<file path="src/sv/smeu_pkg.sv">
// Types and codes shared by the stack machine execute unit modules.
`timescale 1ns / 1ps
`default_nettype none

package smeu_pkg;

  localparam logic [4:0] OP_PUSH   = 5'd0;
  localparam logic [4:0] OP_SWAP   = 5'd1;
  localparam logic [4:0] OP_DUP    = 5'd2;
  localparam logic [4:0] OP_DROP   = 5'd3;
  localparam logic [4:0] OP_OVER   = 5'd4;
  localparam logic [4:0] OP_ROT    = 5'd5;
  localparam logic [4:0] OP_ROTINV = 5'd6;
  localparam logic [4:0] OP_TOR    = 5'd7;
  localparam logic [4:0] OP_RFROM  = 5'd8;
  localparam logic [4:0] OP_ADD    = 5'd9;
  localparam logic [4:0] OP_MUL    = 5'd10;
  localparam logic [4:0] OP_SUB    = 5'd11;
  localparam logic [4:0] OP_DIV    = 5'd12;
  localparam logic [4:0] OP_LT     = 5'd13;
  localparam logic [4:0] OP_GT     = 5'd14;
  localparam logic [4:0] OP_LE     = 5'd15;
  localparam logic [4:0] OP_GE     = 5'd16;
  localparam logic [4:0] OP_EQ     = 5'd17;
  localparam logic [4:0] OP_NE     = 5'd18;
  localparam logic [4:0] OP_FETCH  = 5'd19;
  localparam logic [4:0] OP_STORE  = 5'd20;

  localparam logic [2:0] ERR_OK      = 3'd0;
  localparam logic [2:0] ERR_DUNDER  = 3'd1;
  localparam logic [2:0] ERR_DOVER   = 3'd2;
  localparam logic [2:0] ERR_RUNDER  = 3'd3;
  localparam logic [2:0] ERR_ROVER   = 3'd4;
  localparam logic [2:0] ERR_DIVZERO = 3'd5;
  localparam logic [2:0] ERR_BADADDR = 3'd6;

  typedef struct packed {
    logic [4:0]  opcode;
    logic [31:0] literal;
  } in_word_t;

  typedef struct packed {
    logic [31:0] top_value;
    logic [4:0]  data_depth;
    logic [3:0]  return_depth;
    logic [2:0]  error_code;
  } out_word_t;

  // Word after classification, as it waits in the queue.
  typedef struct packed {
    logic [4:0]  opcode;
    logic [31:0] literal;
    logic [1:0]  needs;
    logic        grows;
    logic        nop;
  } item_t;

endpackage

`default_nettype wire

</file>
<file path="src/sv/smeu_front.sv">
// Front end: takes input words, classifies them and queues them for the back end.
`timescale 1ns / 1ps
`default_nettype none

module smeu_front (
  input  wire                  clk,
  input  wire                  rst_n,
  input  wire                  in_valid,
  output logic                 in_stall,
  input  smeu_pkg::in_word_t   in_word,
  input  wire                  clearing,
  output logic                 q_valid,
  output smeu_pkg::item_t      q_item,
  input  wire                  q_pop
);

  smeu_pkg::item_t q_r [2];
  logic            wp_r;
  logic            rp_r;
  logic [1:0]      cnt_r;
  logic [1:0]      cnt_nxt;
  smeu_pkg::item_t dec;
  logic            push;

  always_comb begin
    dec.opcode  = in_word.opcode;
    dec.literal = in_word.literal;
    dec.grows   = 1'b0;
    dec.nop     = 1'b0;
    case (in_word.opcode) inside
      smeu_pkg::OP_PUSH, smeu_pkg::OP_RFROM: dec.needs = 2'd0;
      smeu_pkg::OP_DUP, smeu_pkg::OP_DROP, smeu_pkg::OP_TOR,
      smeu_pkg::OP_FETCH: dec.needs = 2'd1;
      smeu_pkg::OP_ROT, smeu_pkg::OP_ROTINV: dec.needs = 2'd3;
      smeu_pkg::OP_SWAP, smeu_pkg::OP_OVER, smeu_pkg::OP_STORE,
      [smeu_pkg::OP_ADD:smeu_pkg::OP_NE]: dec.needs = 2'd2;
      default: begin
        dec.needs = 2'd0;
        dec.nop   = 1'b1;
      end
    endcase
    if (in_word.opcode inside {smeu_pkg::OP_PUSH, smeu_pkg::OP_DUP, smeu_pkg::OP_OVER,
                               smeu_pkg::OP_RFROM}) begin
      dec.grows = 1'b1;
    end
  end

  assign in_stall = (cnt_r == 2'd2) || clearing;
  assign push     = in_valid && !in_stall;
  assign q_valid  = (cnt_r != 2'd0);
  assign q_item   = q_r[rp_r];

  always_comb begin
    cnt_nxt = cnt_r;
    if (push && !(q_pop && q_valid)) begin
      cnt_nxt = cnt_r + 2'd1;
    end else if (!push && q_pop && q_valid) begin
      cnt_nxt = cnt_r - 2'd1;
    end
  end

  always_ff @(posedge clk) begin
    if (!rst_n) begin
      wp_r  <= 1'b0;
      rp_r  <= 1'b0;
      cnt_r <= 2'd0;
    end else begin
      cnt_r <= cnt_nxt;
      if (push) begin
        wp_r <= ~wp_r;
      end
      if (q_pop && q_valid) begin
        rp_r <= ~rp_r;
      end
    end
  end

  always_ff @(posedge clk) begin
    if (push) begin
      q_r[wp_r] <= dec;
    end
  end

endmodule

`default_nettype wire

</file>
<file path="config.mk">
export PLATFORM = sky130hd
export DESIGN_NAME = smeu_front
export DESIGN_NICKNAME = d
export VERILOG_FILES = /design/src/sv/smeu_pkg.sv /design/src/sv/smeu_front.sv
export SDC_FILE = /design/constraint.sdc
export NUM_CORES = 1
export LEC_CHECK = 0
export BUFFER_PORTS_ARGS = -buffer_cell sky130_fd_sc_hd__buf_2
export CAP_MARGIN = 30
export CORE_ASPECT_RATIO = 1.2
export CORE_MARGIN = 3
export CORE_UTILIZATION = 56
export DETAILED_ROUTE_END_ITERATION = 16
export PLACE_DENSITY = 0.84
export SLEW_MARGIN = 40
export SYNTH_ARGS = -nofsm -noshare
export SYNTH_HDL_FRONTEND = slang
export SYNTH_SLANG_ARGS = --single-unit
export TNS_END_PERCENT = 20
</file>
<file path="constraint.sdc">
create_clock -name clk -period 7.3 [get_ports clk]
set_input_delay 0.365 -clock clk [delete_from_list [all_inputs] [get_ports clk]]
set_output_delay 0.365 -clock clk [all_outputs]
set_load 0.1 [all_outputs]
</file>
==> results of run 1 <==
## logic make-up (layout without fill, tap and decap cells)
logic type               count (synthesis)  count (layout)
adder cells (fa/ha/maj)                  1               1
AND/OR/NAND/NOR                         17              17
buffers and inverters                    7             105
multiplexers                            42              42
AO/OA/AOI/OAI                           15              15
flip-flops                              87              87
XOR/XNOR                                 1               1
## per-layer routing
metal	track usage	part of all wire	vias to the layer above
li1	-	-	855
met1	0.1899	0.39	854
met2	0.2940	0.54	53
met3	0.03693	0.048	10
met4	0.06949	0.016	0
met5	0	0	-
## final cells by class
cell class                 instances  area (µm²)
tap                               80       100.1
fill                             402        1667
clock buffer                      13       158.9
inverter                           2       7.507
clock inverter                     3       17.52
timing repair buffer              87       446.7
sequential                        87        2566
multi-input combinational         76       742.0
## synthesized netlist by cell type (2+ instances only)
master / count / share of area
mux2_1: 3 / 0.010
inv_1: 2 / 0.0022
mux2_2: 39 / 0.13
o21ai_0: 2 / 0.0030
nor3_1: 2 / 0.0030
dfxtp_1: 5 / 0.030
o21a_1: 4 / 0.0090
a21oi_1: 2 / 0.0030
nand2_1: 3 / 0.0034
nor2_1: 3 / 0.0034
edfxtp_1: 82 / 0.74
buf_6: 4 / 0.013
## state kept, by name (all words and copies together) (netlist names), named ones only
register	cells
cnt_r	2
q_r	82
rp_r	1
wp_r	1
## final timing paths
kind	endpoint	slack, ps	depth (start not counted)
worst max-delay path	q_item[23]	5200	2
worst min-delay path	q_r[0][10]$_DFFE_PP_	220	1
worst max register to register	q_r[1][1]$_DFFE_PP_	5240	3
worst min register to register	register	520	2
## power by group
| part | switching, W | internal [W] |
|---|---|---|
| clock | 0.000147 | 0.000141 |
| sequential | 0.0000101 | 0.000564 |
| combinational | 0.000163 | 0.0000433 |
| total | 0.000320 | 0.000749 |
## stage by stage
step           utilization  power [W]  setup slack [ps]  cells  area, µm²
6_report            0.7079   0.001069              5201    348       4039
3_5_place_dp        0.6770  0.0007931              4975    332       3862
2_1_floorplan            -  0.0007557              3145    170       3344
3_3_place_gp        0.6735  0.0007890              4764    331       3842
4_1_cts             0.7079   0.001078              5174    348       4039
5_1_grt             0.7079   0.001106              5104    348       4039
==> flow_summary.ini, run 1 <==
[placement]
place.gp.congestion = 0.7502
port-buffer-count = 84
dp_hpwl_mm = 3.730

[yosys]
synth_top_flop_cell = edfxtp_1
synth_seq_cells = 87
yosys.area_share.simple = 0.03068
netlist_instances = 170
yosys.area_share.adder = 0.002993
synthXorXnorAreaFrac = 0.002619
synth_cell_types = 31
syn_avg_cell_area_um2 = 19.67
synth_edf_count = 82
syn_nets = 212
synth-compound-area-share = 0.03891
synth_top_family_by_area = multiplexers
synthMuxAreaShare = 0.1414
synth.cell_area_mm2 = 0.003344
synthArstFlopShare = 0
ys_seq_area_frac = 0.7662
ys_warn_count = 0

[layout]
nets = 305
final_layout_size_suffix_gt1_frac = 0.5597
final_common_cell = buf_2
syn2layout_area_growth_pct = 20.76
num_antenna_cells = 0
layout_common_cells = buf_2, edfxtp_1, mux2_2, clkbuf_8

[status]
status = finished clean

[clock_tree]
cts.path.max_buffers = 2
cts.sinks = 87
cts_setup_buffers = 0
cts_tree = done
cts_hold_buf = 0
cts_buffers = 9
cts_resized = 0
insertion_delay_ps = 330
cts-htree-levels = 3
path_clk_slew_ps = 80
cts-root-buf = clkbuf_8

[setup_path]
required_ps = 6930
path_buf_inv = 1
endpoint_kind = output port
critical-path-max-stage-delay_ps = 700
crit_arrival_ps = 1730
cp_slowest_cell = dfxtp_4
path_cells = mux2_2 -> buf_2
start_kind = register
cp_max_fo = 41
reg2reg_from = cnt_r[1]$_SDFFE_PN0P_
crit_type = register to output port
crit_family = flip-flops

[floorplanning]
fp.dieH_um = 90.66
die-width_um = 76.55
die-area_mm2 = 0.006939
io_pins = 85
core_mm2 = 0.005705
start_util = 0.5862
rows = 30

[hold_path]
worstHoldStart = in_word[6]
hold_path.class = input port to register

[timing]
setup_viol_count_final = 0
tightestPinTransition_ps = 756.8
hold_viol = 0
slew_headroom = 0.4949
hold_slack_ps = 219.4
rsz0062_at_grt = no
period_minus_slack_ps = 2099
slew_viol_final = 0
fin_setup_tns_ps = 0
skew_ps = 6.997
period_share = 0.2875
max_freq_mhz = 476.4

[route]
vias = 1772
drc = 0
drt-total-wl_mm = 5.395
drt-vias-per-instance = 5.092
post_drt_wl_per_cell_um = 15.50
drt-initial-drc-count = 107
firstDrtPassIters = 4
ant_nets = 0

[grt]
grt_util_all_layers = 0.1647
grt-ovfl-total = 0
grt_pass1_wl_mm = 8.818
grt_max_degree = 42
grt_antenna_before_repair = 0
grt_pass1_vias = 1914

[pwr]
ir_drop_uv = 133.0
power-per-cell-area_mw_per_mm2 = 264.7
p_leak_nw = 1.478

[run]
maxCapViolCount = 0
Power figures use the tool's default switching activity.
==> run 2: changes to the inputs <==
- CORE_UTILIZATION: 56 -> 52
- PLACE_DENSITY: 0.84 -> 0.78
- clock period: 7.3 -> 2.1 ns (I/O delays scaled with it)
==> run 2 against run 1 <==
Net effect: core utilization grew 3.7 points; sequential power rose to 3.5 times the previous value; clock skew down 1.0 ps; combinational power grew to 4.1 times the previous value; die area up 7.1%; critical endpoint is now q_item[29]; largest power group unchanged.
==> flow_summary.ini, run 2 (same netlist as run 1, synthesis figures left out) <==
[placement]
place_inst = 334
port-buffer-count = 84
place.gp.congestion = 0.7360
dp_hpwl_mm = 3.828
post-place-ws_ps = 530.2

[setup_path]
start_kind = register
crit_type = register to output port
cp_slowest_cell = dfxtp_2
reg2reg_from = cnt_r[1]$_SDFFE_PN0P_
critical-path-max-stage-delay_ps = 570
crit_arrival_ps = 1810
path_cells = buf_12 -> mux2_2 -> buf_2
ff2ff_setup_slack_ps = 680
required_ps = 2000
cp_max_fo = 27
endpoint_kind = output port
reg2reg_depth = 3
timing.rr.end = q_r[1][36]$_DFFE_PP_

[layout]
fin_util = 0.7446
fillers = 387
final_layout_size_suffix_gt1_frac = 0.4967
instances_no_fill = 382
reg_top3 = q_r: 82 flops, cnt_r: 2 flops
num_antenna_cells = 0
final_common_cell = edfxtp_1
largest-register = q_r
ff_latch_area_mm2 = 0.002564
nets = 338
multi_input_area_um2 = 742.0
largest_reg_flops = 82
syn2layout_area_growth_pct = 36.44
layout_common_cells = edfxtp_1, buf_2, mux2_2, dlygate4sd3_1, buf_12

[route]
drt-initial-drc-count = 49
post_drt_wl_per_cell_um = 16.03
vias = 1928
drt-vias-per-instance = 5.047
ant_nets = 0
drt-total-wl_mm = 6.122
firstDrtPassIters = 4
drc = 0

[timing]
tightestPinTransition_ps = 493.8
slew_viol_final = 0
slew_headroom = 0.6731
period_share = 0.9142
period_minus_slack_ps = 1920
fin_ws_ps = 180.2
rsz0062_at_grt = no
max_freq_mhz = 520.9
setup_viol_count_final = 0
hold_viol = 0
fin_setup_tns_ps = 0
skew_ps = 5.955

[floorplanning]
io_pins = 85
start_util = 0.5457
core_mm2 = 0.006128
die-width_um = 79.21
rows = 31
die-area_mm2 = 0.007434
fp.dieH_um = 93.85

[clock_tree]
cts.path.max_buffers = 2
insertion_delay_ps = 330
cts_resized = 0
cts-htree-levels = 3
cts.sinks = 87
cts-root-buf = clkbuf_8
cts_buffers = 9
cts_tree = done
path_clk_slew_ps = 80

[grt]
grt-ovfl-total = 0
grt_pass1_vias = 1999
grt_antenna_before_repair = 0
grt_max_degree = 42
grt_util_all_layers = 0.1762
grt_pass1_wl_mm = 9.646

[run]
maxCapViolCount = 0

[pwr]
p_leak_nw = 1.687
ir_drop_uv = 566.6
power_w = 0.003993
power-per-cell-area_mw_per_mm2 = 875.1

[status]
status = finished clean

[hold_path]
hold_depth = 2
whs_endpoint = cnt_r[1]$_SDFFE_PN0P_
hold_path.class = input port to register
worstHoldStart = q_pop
==> run 2: cell count changes in the layout (fill, tap and decap cells not counted), moves of 2 or more <==
cell	before	now
buf_4	2	0
dlygate4sd3_1	0	33
buf_2	84	75
buf_12	0	12
clkbuf_8	11	9
bufinv_16	0	2
==> run 2: critical path: cells and delay by family, from the launching register on <==
family	cells	cell delay [ps]
buf+inv	2	540
flops	1	570
mux	1	350
==> run 2: worst max path at each step <==
stage                                from             endpoint  slack [ps]
finish                           register           q_item[29]         180
global route                     register           q_item[24]         100
CTS                              register            q_item[4]         150
detailed placement               register           q_item[26]         530
global placement                 register           q_item[26]         530
floorplan           cnt_r[1]$_SDFFE_PN0P_  q_r[0][0]$_DFFE_PP_        -510
==> run 2: layout make-up <==
type / instances / area share
inverter: 2 / 0.001645
clock buffer: 10 / 0.02797
sequential: 87 / 0.5618
timing repair buffer: 120 / 0.2073
multi-input combinational: 76 / 0.1626
clock inverter: 5 / 0.01618
tap: 82 / 0.02248
==> run 2: layer usage <==
layer  up-vias  share of wire  track usage
li1        917              -            -
met1       950           0.38       0.1962
met2        47           0.56       0.3104
met3        14          0.040      0.03167
met4         0          0.025       0.1074
met5         -              0            0
==> run 2: report_power, final <==
group / internal, W / switching, W / total (W) / leakage, nW
combinational: 0.000239 / 0.000601 / 0.000840 / 0.787
clock: 0.000656 / 0.000512 / 0.00117 / 0.104
sequential: 0.00196 / 0.0000239 / 0.00199 / 0.796
==> run 2: what timing repair did <==
| action | in CTS | in global routing |
|---|---|---|
| hold buffers | 33 | 0 |
| endpoints found under the hold margin | 65 | 0 |
| buffers inserted | 0 | 0 |
==> run 2: through the flow <==
step                      hold WS [ps]  area [µm²]
final                            35.76        4563
after global routing             38.01        4563
after CTS                        12.33        4563
after detailed placement         296.9        4031
after global placement           293.4        4031
after floorplan                  203.9        3349
